[src/hdl/lsb_payload_extractor_crc_unit_assert.svh]
// Assertion macros shared by the extractor modules.
// Each check is disabled while the synchronous reset is held low.
`ifndef LSB_PAYLOAD_EXTRACTOR_CRC_UNIT_ASSERT_SVH
`define LSB_PAYLOAD_EXTRACTOR_CRC_UNIT_ASSERT_SVH

`ifndef NO_ASSERTIONS
`define LPE_ASSERT_IMPL(lbl, clk, rst_n, ante, cons, msg) \
    lbl: assert property (@(posedge clk) disable iff (!rst_n) (ante) |-> (cons)) \
        else $error(msg);
`define LPE_ASSERT_NEXT(lbl, clk, rst_n, ante, cons, msg) \
    lbl: assert property (@(posedge clk) disable iff (!rst_n) (ante) |=> (cons)) \
        else $error(msg);
`else
`define LPE_ASSERT_IMPL(lbl, clk, rst_n, ante, cons, msg)
`define LPE_ASSERT_NEXT(lbl, clk, rst_n, ante, cons, msg)
`endif

`endif

[src/hdl/lpe_pkg.sv]
`default_nettype none

package lpe_pkg;

    localparam int CFG_IDX_W  = 1;
    localparam int CFG_DATA_W = 28;

    localparam logic [CFG_IDX_W-1:0] REG_LSB_BITS    = 1'd0;
    localparam logic [CFG_IDX_W-1:0] REG_PIXEL_COUNT = 1'd1;

    localparam logic [31:0] CRC_POLY = 32'hEDB88320;
    localparam logic [31:0] CRC_ONES = 32'hFFFFFFFF;

    typedef enum logic [1:0] {
        PH_LENGTH  = 2'd0,
        PH_CRC     = 2'd1,
        PH_MESSAGE = 2'd2,
        PH_DONE    = 2'd3
    } t_phase;

    typedef enum logic [1:0] {
        ST_CRC_OK   = 2'd0,
        ST_CRC_BAD  = 2'd1,
        ST_TOO_LONG = 2'd2,
        ST_RAN_OUT  = 2'd3
    } t_status;

    // What one pixel produced: an optional message byte, then an optional status.
    typedef struct packed {
        logic       has_byte;
        logic [7:0] data;
        logic       has_status;
        t_status    code;
    } t_event;

endpackage

`default_nettype wire

[src/hdl/lpe_front.sv]
`default_nettype none

module lpe_front import lpe_pkg::*; (
    input  wire logic                  i_clk,
    input  wire logic                  i_rst_n,
    input  wire logic                  i_cfg_we,
    input  wire logic [CFG_IDX_W-1:0]  i_cfg_idx,
    input  wire logic [CFG_DATA_W-1:0] i_cfg_data,
    input  wire logic                  i_valid,
    output logic                       o_ready,
    input  wire logic [7:0]            i_pixel,
    input  wire logic                  i_frame_end,
    input  wire logic                  i_full,
    output logic                       o_push,
    output t_event                     o_event
);

    function automatic logic [31:0] crc_byte(input logic [31:0] crc, input logic [7:0] b);
        logic [31:0] c;
        c = crc ^ {24'd0, b};
        for (int i = 0; i < 8; i++) begin
            c = c[0] ? ((c >> 1) ^ CRC_POLY) : (c >> 1);
        end
        return c;
    endfunction

    logic [2:0]  r_lsb_bits;
    logic [27:0] r_pixel_count;

    logic [10:0] r_buf,    n_buf;
    logic [3:0]  r_cnt,    n_cnt;
    t_phase      r_phase,  n_phase;
    logic [31:0] r_bc,     n_bc;
    logic [31:0] r_len,    n_len;
    logic [31:0] r_stored, n_stored;
    logic [31:0] r_crc,    n_crc;

    logic        w_accept;
    logic [2:0]  w_bits;
    logic [10:0] w_shift;
    logic [3:0]  w_sum;
    logic        w_byte_done;
    logic [3:0]  w_cnt_after;
    logic [7:0]  w_byte;
    logic [30:0] w_prod;
    logic [27:0] w_cap;
    logic [31:0] w_len_new;
    logic [31:0] w_stored_new;
    logic        w_too_long;
    logic [31:0] w_crc_new;
    logic        w_emit_byte;
    logic        w_emit_status;
    t_status     w_code;

    assign o_ready  = !i_full;
    assign w_accept = i_valid && !i_full;

    always_ff @(posedge i_clk) begin
        if (!i_rst_n) begin
            r_lsb_bits    <= 3'd1;
            r_pixel_count <= '0;
        end else if (i_cfg_we) begin
            case (i_cfg_idx)
                REG_LSB_BITS:    r_lsb_bits    <= i_cfg_data[2:0];
                REG_PIXEL_COUNT: r_pixel_count <= i_cfg_data;
                default: ;
            endcase
        end
    end

    // bit gathering, capacity and crc
    always_comb begin
        if (r_lsb_bits inside {[3'd1:3'd4]}) begin
            w_bits = r_lsb_bits;
        end else if (r_lsb_bits == 3'd0) begin
            w_bits = 3'd1;
        end else begin
            w_bits = 3'd4;
        end
        case (w_bits)
            3'd1:    w_shift = {r_buf[9:0], i_pixel[0]};
            3'd2:    w_shift = {r_buf[8:0], i_pixel[1:0]};
            3'd3:    w_shift = {r_buf[7:0], i_pixel[2:0]};
            default: w_shift = {r_buf[6:0], i_pixel[3:0]};
        endcase
        w_sum        = r_cnt + {1'b0, w_bits};
        w_byte_done  = (w_sum >= 4'd8);
        w_cnt_after  = w_byte_done ? (w_sum - 4'd8) : w_sum;
        w_byte       = w_shift[w_cnt_after[1:0] +: 8];
        w_prod       = 31'(r_pixel_count) * 31'(w_bits);
        w_cap        = w_prod[30:3];
        w_len_new    = {r_len[23:0], w_byte};
        w_stored_new = {r_stored[23:0], w_byte};
        w_too_long   = ({1'b0, w_len_new} + 33'd8) > {5'd0, w_cap};
        w_crc_new    = crc_byte(r_crc, w_byte);
    end

    // next state
    always_comb begin
        n_buf         = r_buf;
        n_cnt         = r_cnt;
        n_phase       = r_phase;
        n_bc          = r_bc;
        n_len         = r_len;
        n_stored      = r_stored;
        n_crc         = r_crc;
        w_emit_byte   = 1'b0;
        w_emit_status = 1'b0;
        w_code        = ST_CRC_OK;
        if (r_phase != PH_DONE) begin
            n_buf = w_shift;
            n_cnt = w_cnt_after;
            if (w_byte_done) begin
                case (r_phase)
                    PH_LENGTH: begin
                        n_len = w_len_new;
                        n_crc = w_crc_new;
                        if (r_bc == 32'd3) begin
                            n_bc = '0;
                            if (w_too_long) begin
                                w_emit_status = 1'b1;
                                w_code        = ST_TOO_LONG;
                                n_phase       = PH_DONE;
                            end else begin
                                n_phase = PH_CRC;
                            end
                        end else begin
                            n_bc = r_bc + 32'd1;
                        end
                    end
                    PH_CRC: begin
                        n_stored = w_stored_new;
                        if (r_bc == 32'd3) begin
                            n_bc    = '0;
                            n_phase = PH_MESSAGE;
                            if (r_len == 32'd0) begin
                                w_emit_status = 1'b1;
                                w_code  = ((r_crc ^ CRC_ONES) == w_stored_new) ?
                                          ST_CRC_OK : ST_CRC_BAD;
                                n_phase = PH_DONE;
                            end
                        end else begin
                            n_bc = r_bc + 32'd1;
                        end
                    end
                    PH_MESSAGE: begin
                        w_emit_byte = 1'b1;
                        n_crc       = w_crc_new;
                        n_bc        = r_bc + 32'd1;
                        if ((r_bc + 32'd1) == r_len) begin
                            w_emit_status = 1'b1;
                            w_code  = ((w_crc_new ^ CRC_ONES) == r_stored) ?
                                      ST_CRC_OK : ST_CRC_BAD;
                            n_phase = PH_DONE;
                        end
                    end
                    default: ;
                endcase
            end
        end
        if (i_frame_end) begin
            if (n_phase != PH_DONE) begin
                w_emit_status = 1'b1;
                w_code        = ST_RAN_OUT;
            end
            n_buf    = '0;
            n_cnt    = '0;
            n_phase  = PH_LENGTH;
            n_bc     = '0;
            n_len    = '0;
            n_stored = '0;
            n_crc    = CRC_ONES;
        end
    end

    // queue entry
    always_comb begin
        o_event.has_byte   = w_emit_byte;
        o_event.data       = w_byte;
        o_event.has_status = w_emit_status;
        o_event.code       = w_code;
        o_push             = w_accept && (w_emit_byte || w_emit_status);
    end

    always_ff @(posedge i_clk) begin
        if (!i_rst_n) begin
            r_buf    <= '0;
            r_cnt    <= '0;
            r_phase  <= PH_LENGTH;
            r_bc     <= '0;
            r_len    <= '0;
            r_stored <= '0;
            r_crc    <= CRC_ONES;
        end else if (w_accept) begin
            r_buf    <= n_buf;
            r_cnt    <= n_cnt;
            r_phase  <= n_phase;
            r_bc     <= n_bc;
            r_len    <= n_len;
            r_stored <= n_stored;
            r_crc    <= n_crc;
        end
    end

endmodule

`default_nettype wire

[src/hdl/lpe_queue.sv]
`default_nettype none
`include "lsb_payload_extractor_crc_unit_assert.svh"

module lpe_queue import lpe_pkg::*; #(
    parameter int DEPTH = 4
) (
    input  wire logic   i_clk,
    input  wire logic   i_rst_n,
    input  wire logic   i_push,
    input  wire t_event i_event,
    input  wire logic   i_pop,
    output t_event      o_head,
    output logic        o_empty,
    output logic        o_full
);

    localparam int PTR_W = (DEPTH > 1) ? $clog2(DEPTH) : 1;
    localparam int CNT_W = $clog2(DEPTH + 1);

    t_event           r_mem [DEPTH];
    logic [PTR_W-1:0] r_wr, n_wr;
    logic [PTR_W-1:0] r_rd, n_rd;
    logic [CNT_W-1:0] r_count, n_count;

    assign o_head  = r_mem[r_rd];
    assign o_empty = (r_count == '0);
    assign o_full  = (r_count == CNT_W'(DEPTH));

    always_comb begin
        n_wr    = r_wr;
        n_rd    = r_rd;
        n_count = r_count;
        if (i_push) begin
            n_wr = (r_wr == PTR_W'(DEPTH - 1)) ? '0 : r_wr + 1'b1;
        end
        if (i_pop) begin
            n_rd = (r_rd == PTR_W'(DEPTH - 1)) ? '0 : r_rd + 1'b1;
        end
        case ({i_push, i_pop})
            2'b10:   n_count = r_count + 1'b1;
            2'b01:   n_count = r_count - 1'b1;
            default: ;
        endcase
    end

    always_ff @(posedge i_clk) begin
        if (!i_rst_n) begin
            r_wr    <= '0;
            r_rd    <= '0;
            r_count <= '0;
        end else begin
            r_wr    <= n_wr;
            r_rd    <= n_rd;
            r_count <= n_count;
        end
    end

    always_ff @(posedge i_clk) begin
        if (i_push) begin
            r_mem[r_wr] <= i_event;
        end
    end

    `LPE_ASSERT_IMPL(a_no_push_full, i_clk, i_rst_n, i_push, !o_full, "push into full queue")
    `LPE_ASSERT_IMPL(a_no_pop_empty, i_clk, i_rst_n, i_pop, !o_empty, "pop from empty queue")
    `LPE_ASSERT_NEXT(a_count_up, i_clk, i_rst_n, i_push && !i_pop, r_count == $past(r_count) + 1'b1, "queue count lost a push")

endmodule

`default_nettype wire

[src/hdl/lpe_back.sv]
`default_nettype none
`include "lsb_payload_extractor_crc_unit_assert.svh"

module lpe_back import lpe_pkg::*; (
    input  wire logic   i_clk,
    input  wire logic   i_rst_n,
    input  wire t_event i_head,
    input  wire logic   i_empty,
    output logic        o_pop,
    output logic        o_valid,
    input  wire logic   i_ready,
    output logic [7:0]  o_byte,
    output logic        o_is_status,
    output t_status     o_status,
    output logic        o_last
);

    logic       r_valid, n_valid;
    logic       r_pend,  n_pend;
    t_status    r_pend_code, n_pend_code;
    logic [7:0] r_byte,  n_byte;
    logic       r_is,    n_is;
    t_status    r_status, n_status;
    logic       w_free;

    always_comb begin
        w_free      = !r_valid || i_ready;
        o_pop       = w_free && !r_pend && !i_empty;
        n_valid     = r_valid;
        n_pend      = r_pend;
        n_pend_code = r_pend_code;
        n_byte      = r_byte;
        n_is        = r_is;
        n_status    = r_status;
        if (w_free) begin
            if (r_pend) begin
                // status that followed the byte just taken
                n_valid  = 1'b1;
                n_pend   = 1'b0;
                n_byte   = '0;
                n_is     = 1'b1;
                n_status = r_pend_code;
            end else if (!i_empty) begin
                n_valid = 1'b1;
                if (i_head.has_byte) begin
                    n_byte      = i_head.data;
                    n_is        = 1'b0;
                    n_status    = ST_CRC_OK;
                    n_pend      = i_head.has_status;
                    n_pend_code = i_head.code;
                end else begin
                    n_byte   = '0;
                    n_is     = 1'b1;
                    n_status = i_head.code;
                end
            end else begin
                n_valid = 1'b0;
            end
        end
    end

    always_ff @(posedge i_clk) begin
        if (!i_rst_n) begin
            r_valid <= 1'b0;
            r_pend  <= 1'b0;
        end else begin
            r_valid <= n_valid;
            r_pend  <= n_pend;
        end
    end

    always_ff @(posedge i_clk) begin
        r_pend_code <= n_pend_code;
        r_byte      <= n_byte;
        r_is        <= n_is;
        r_status    <= n_status;
    end

    assign o_valid     = r_valid;
    assign o_byte      = r_byte;
    assign o_is_status = r_is;
    assign o_status    = r_status;
    assign o_last      = r_is;

    `LPE_ASSERT_IMPL(a_pend_after_byte, i_clk, i_rst_n, r_pend, r_valid && !r_is, "pending status without a byte shown")
    `LPE_ASSERT_IMPL(a_status_no_byte, i_clk, i_rst_n, r_valid && r_is, r_byte == 8'd0, "status item carries a byte")
    `LPE_ASSERT_IMPL(a_byte_no_code, i_clk, i_rst_n, r_valid && !r_is, r_status == ST_CRC_OK, "byte item carries a status")

endmodule

`default_nettype wire

[src/hdl/lsb_payload_extractor_crc_unit.sv]
// Recovers a message hidden in the low bits of pixel bytes.
// Input stream (i_s_*): one pixel byte per item, tlast on the last pixel
// of the image. Output stream (o_m_*): message bytes (tuser 0), then one
// status item (tuser 1, tlast 1): 0 crc ok, 1 crc bad, 2 length too large,
// 3 pixels ran out. A tlast pixel restarts extraction for the next image.
// Config port: index 0 lsb_bits (1..4, 0 acts as 1, above 4 as 4),
// index 1 pixel_count; write only while the block is idle.
// Throughput: one pixel item per cycle while the queue is not full. The
// front end does bit gathering, the per-byte CRC and the length check
// combinationally; a pixel with a byte and a status gives two output items.
// Path: the pixel is classified and its result queued at the edge that takes
// it; the queue head moves into the output register once that register is
// free. A status that follows a byte from the same pixel comes once that
// byte is taken.
// Receiver stall: results wait in a QUEUE_DEPTH entry queue plus the output
// register; o_s_tready drops when the queue is full.
// Reset: lsb_bits returns to 1, pixel_count to 0, queue and output empty,
// extraction starts with the length field.
`default_nettype none

module lsb_payload_extractor_crc_unit import lpe_pkg::*; #(
    parameter int QUEUE_DEPTH = 4
) (
    input  wire logic                  i_clk,
    input  wire logic                  i_rst_n,
    input  wire logic                  i_cfg_we,
    input  wire logic [CFG_IDX_W-1:0]  i_cfg_idx,
    input  wire logic [CFG_DATA_W-1:0] i_cfg_data,
    input  wire logic                  i_s_tvalid,
    output logic                       o_s_tready,
    input  wire logic [7:0]            i_s_tdata,   // [7:0] pixel_byte
    input  wire logic                  i_s_tlast,   // frame_end
    output logic                       o_m_tvalid,
    input  wire logic                  i_m_tready,
    output logic [15:0]                o_m_tdata,   // [7:0] out_byte, [9:8] status
    output logic                       o_m_tuser,   // is_status
    output logic                       o_m_tlast    // last
);

    logic    w_push;
    logic    w_pop;
    logic    w_empty;
    logic    w_full;
    t_event  w_event;
    t_event  w_head;
    logic [7:0] w_byte;
    t_status w_status;

    lpe_front u_front (
        .i_clk       (i_clk),
        .i_rst_n     (i_rst_n),
        .i_cfg_we    (i_cfg_we),
        .i_cfg_idx   (i_cfg_idx),
        .i_cfg_data  (i_cfg_data),
        .i_valid     (i_s_tvalid),
        .o_ready     (o_s_tready),
        .i_pixel     (i_s_tdata),
        .i_frame_end (i_s_tlast),
        .i_full      (w_full),
        .o_push      (w_push),
        .o_event     (w_event)
    );

    lpe_queue #(
        .DEPTH (QUEUE_DEPTH)
    ) u_queue (
        .i_clk   (i_clk),
        .i_rst_n (i_rst_n),
        .i_push  (w_push),
        .i_event (w_event),
        .i_pop   (w_pop),
        .o_head  (w_head),
        .o_empty (w_empty),
        .o_full  (w_full)
    );

    lpe_back u_back (
        .i_clk       (i_clk),
        .i_rst_n     (i_rst_n),
        .i_head      (w_head),
        .i_empty     (w_empty),
        .o_pop       (w_pop),
        .o_valid     (o_m_tvalid),
        .i_ready     (i_m_tready),
        .o_byte      (w_byte),
        .o_is_status (o_m_tuser),
        .o_status    (w_status),
        .o_last      (o_m_tlast)
    );

    assign o_m_tdata = {6'd0, w_status, w_byte};

endmodule

`default_nettype wire
[config.mk]
export PLATFORM = sky130hd
export DESIGN_NAME = lsb_payload_extractor_crc_unit
export DESIGN_NICKNAME = d
export VERILOG_FILES = /design/src/hdl/lpe_pkg.sv /design/src/hdl/lpe_front.sv /design/src/hdl/lpe_queue.sv /design/src/hdl/lpe_back.sv /design/src/hdl/lsb_payload_extractor_crc_unit.sv
export VERILOG_INCLUDE_DIRS = /design/src /design/src/hdl
export SDC_FILE = /design/constraint.sdc
export NUM_CORES = 1
export LEC_CHECK = 0
export BUFFER_PORTS_ARGS = -buffer_cell sky130_fd_sc_hd__buf_2
export CORE_MARGIN = 1
export CORE_UTILIZATION = 42
export DETAILED_ROUTE_END_ITERATION = 8
export PLACE_DENSITY_LB_ADDON = 0.15
export SYNTH_ARGS = -nofsm -noshare
export SYNTH_HDL_FRONTEND = slang
export SYNTH_HIERARCHICAL = 1
export SYNTH_SLANG_ARGS = --single-unit
[constraint.sdc]
create_clock -name i_clk -period 10.75 [get_ports i_clk]
set_input_delay 1.075 -clock i_clk [delete_from_list [all_inputs] [get_ports i_clk]]
set_output_delay 1.075 -clock i_clk [all_outputs]
set_load 0.02 [all_outputs]
==> key figures <==
Outcome
  – Status: finished, final reports clean

Floorplanning
  – Initial Util: between 40% and 50%
  – Std cell rows: 74
  – Full die area: ~0.042 mm^2
  – Chip Height: between 200 and 250 um
  – Die Wd: a little over 200 um
  – # IOs: 63
  – Core box area: between 0.04 and 0.05 mm^2

Cells and area
  – Antenna Cells: 0
  – Fin area: ~0.019 mm^2
  – Layout Nets: 2,056
  – Area grow syn2layout: 8.502%
  – Layout cell share with drive strength beyond 1: under 10%

Detailed routing
  – WL final: roughly 41,000 um
  – Drt initial violations: 780
  – First-pass DRT Iterations: 8
  – ANT nets after route: 0
  – Wire length per cell: approximately 17 um
  – Vias: between 10,000 and 15,000
  – Drt drc: 0
  – Vias per cell: 5.420

Timing
  – Fin crit share: a little over four fifths
  – Final setup viols: 0
  – Clock Skew: about 11 ps
  – Slew HR: 28.26%
  – Max Slew Vio Count: 0
  – Fin. Hold Viols: 0
  – Minimum hold slack: between 500 and 600 ps
  – Setup tns final: 0 ps
  – Final min period: a little over 9000 ps
  – Max Clock Freq: 0.1099 GHz
  – Worst Max-Slew Pin Slew: between 1000 and 1500 ps
  – RSZ-0062 raised after global routing: false

Synthesis
  – Synth top area share: 21.44%
  – Post-synthesis compound-gate area fraction: ~15%
  – Post-synth EDFFs: 61
  – Sequential share of the synthesized area: approximately a third
  – Synth Area in XOR/XNOR: 13.34%
  – Post-synthesis cell area: around 0.017 mm^2
  – Synth cell types: 88
  – Synth Instances: 1,944
  – Post-synthesis mux area share: 4.993%
  – Register bit total from synthesis: 247
  – Synth Area in Simple Gates: approximately a fifth
  – Most common cell in the netlist: nand2_1
  – Yosys top cell by area: dfxtp_1
  – Ys Warns: 6
  – Top area cells in the synthesized netlist: dfxtp_1 (21%), edfxtp_1 (11%), xnor2_1 (6.3%), nand2_1 (5.0%), ha_1 (5.0%)
  – Syn Area/Cell: slightly below 9 um^2
  – Top FF cell, synth: dfxtp_1
  – Post-synth top cells: nand2_1 (231), dfxtp_1 (186), xnor2_1 (125), nor2b_1 (99)
  – Largest family of logic cells by synthesized area: simple AND/OR/NAND/NOR gates
  – Post-Synth Adder-Cell Area: between 8 and 9%
  – Ys async rst share: 0%

CTS
  – Number of H-tree levels: 1
  – Latest clock arrival within the worst-skew pair: around 580 ps
  – Hold buffers post-CTS: 0
  – CTS Root Cell: clkbuf_16
  – CTS resizes: 0
  – Clock-pin transition on the worst setup and hold timing paths: about 60 ps
  – TritonCTS buffer count: 29
  – CTS Buffer Depth: 3
  – CTS tree: built
  – CTS sink count: between 200 and 250
  – Post-CTS Setup Bufs: 0

Hold path
  – WHS Endpoint: u_front/r_cnt[3]
  – HP Start: u_front/r_cnt[3]
  – Type of the most critical hold path: register to register
  – Worst Hold Path Cells: 1

Worst setup path
  – Critical path endpoint category: register
  – Setup crit start kind: register
  – CP arrival: about 9600 ps
  – WP data required: approximately 11,000 ps
  – CP max stage cell: and2_1
  – Crit Path Class: register to register
  – Family with the most delay on the worst path: simple AND/OR/NAND/NOR gates
  – End of the worst register-to-register path: u_queue/r_count[2]
  – Max FO, Critical Path: 27
  – Critical R2R Launch: u_front/r_lsb_bits[1]
  – CP Launch Point: u_front/r_lsb_bits[1]
  – Register-to-Register Setup Slack: roughly 1700 ps
  – R2r worst-path depth: 38
  – Buf+Inv Stages, Crit Path: 2
  – Crit path largest cell delay: ~760 ps

Global routing
  – Vias in the first global route: roughly 13,000
  – Grt ovf: 0
  – Initial antenna violation count: 0
  – Total track usage: between 20% and 30%
  – Largest net degree at the start of global routing: 111
  – First-pass GRT wire length: 68,730 um

Power and ir drop
  – Max VDD drop: 0.0001272 V
  – Leakage: 7.248 nW
  – PD cells: 170.4 mW/mm^2

Placement
  – Area after DPL: about 0.018 mm^2
  – Final HPWL DP: roughly 29,000 um
  – Gpl congestion: ~0.91
  – Number of port buffers: 52

Run
  – Maxcap violations: 0
==> worst max path at each step <==
stage / to / slack (ps) / depth (start not counted)
2_1_floorplan: u_queue/r_count[2] / 3110 / 39
3_3_place_gp: u_queue/r_count[2] / 1700 / 38
3_5_place_dp: u_queue/r_count[2] / 1520 / 38
4_1_cts: u_queue/r_count[2] / 1520 / 38
5_1_grt: u_queue/r_count[2] / 690 / 38
6_report: u_queue/r_count[2] / 1650 / 38
==> registers in the layout, summed over array words and instances, names as in the netlist, named ones only <==
register               count
u_queue/r_mem             48
u_front/r_bc              32
u_front/r_crc             32
u_front/r_len             32
u_front/r_stored          32
u_front/r_pixel_count     28
u_front/r_buf             10
u_back/o_byte              8
u_front/r_cnt              4
u_front/r_lsb_bits         3
u_queue/r_count            3
u_back/o_status            2
u_back/r_pend_code         2
u_front/r_phase            2
u_queue/r_rd               2
u_queue/r_wr               2
u_back/o_is_status         1
u_back/o_valid             1
u_back/r_pend              1
==> area by class of cell <==
cell class,instances,area [um^2]
inverters,99,374.1
clock buffers,36,782.0
fillers,3919,21990
flip-flops and latches,247,5555
well taps,532,665.6
multi-input cells,1468,10880
clock inverters,16,182.7
repair buffers,70,397.9
==> report_power, final <==
group | total, mW | internal, mW | leakage (nW) | switching, mW
clock | 0.998 | 0.589 | 0.455 | 0.409
combinational | 1.11 | 0.494 | 4.71 | 0.618
sequential | 1.10 | 1.04 | 2.08 | 0.0600
==> per-layer routing <==
| layer | routed length (um) | GRT usage [%] | share of wire [%] |
|---|---|---|---|
| met1 | 20080 | 28.21 | 49 |
| met2 | 18730 | 32.55 | 45 |
| met3 | 1612 | 2.550 | 3.9 |
| met4 | 844 | 4.630 | 2.0 |
| met5 | 0 | 0 | 0 |
==> placed cells by master (no fill, tap or decap), types with 30 or more instances in the layout <==
cell      instances
a21boi_0         36
ha_1             69
a22oi_1          47
nand3_1          30
nor2b_1          99
buf_2            51
nor2_1           66
nand2_1         231
and2_1           48
dfxtp_1         186
o22ai_1          34
o21ai_0          73
edfxtp_1         61
inv_1            97
a21oi_1          86
xnor2_1         125
nor3b_1          35
nor3_1           36
xor2_1           72
nand4_1          31
==> kinds of logic after synthesis <==
kind of cell | Yosys count
and+or+nand+nor | 687
buffers and inverters | 234
AOI/OAI and AO/OA | 396
other | 1
xor gates and xnor gates | 223
adders and majority gates | 98
muxes | 58
DFF | 247
==> worst register-to-register path: cells and delay by family, from the launching register on <==
kind / cells / cell delay, ps
AND/OR/NAND/NOR: 14 / 3590
AO/OA/AOI/OAI: 15 / 3020
adder cells (fa/ha/maj): 5 / 1550
flip-flops: 1 / 530
buffers and inverters: 2 / 190
XOR/XNOR: 2 / 180
==> through the flow <==
stage | cells | total power [mW] | util, % | setup WS [ps]
CTS | 2468 | 3.256 | 46.15 | 1523
global placement | 2416 | 2.228 | 43.78 | 1696
finish | 2468 | 3.211 | 46.15 | 1651
global route | 2468 | 3.399 | 46.15 | 688.7
detailed placement | 2416 | 2.238 | 43.78 | 1521
floorplan | 1949 | 1.998 | - | 3108
Power figures use the tool's default switching activity.
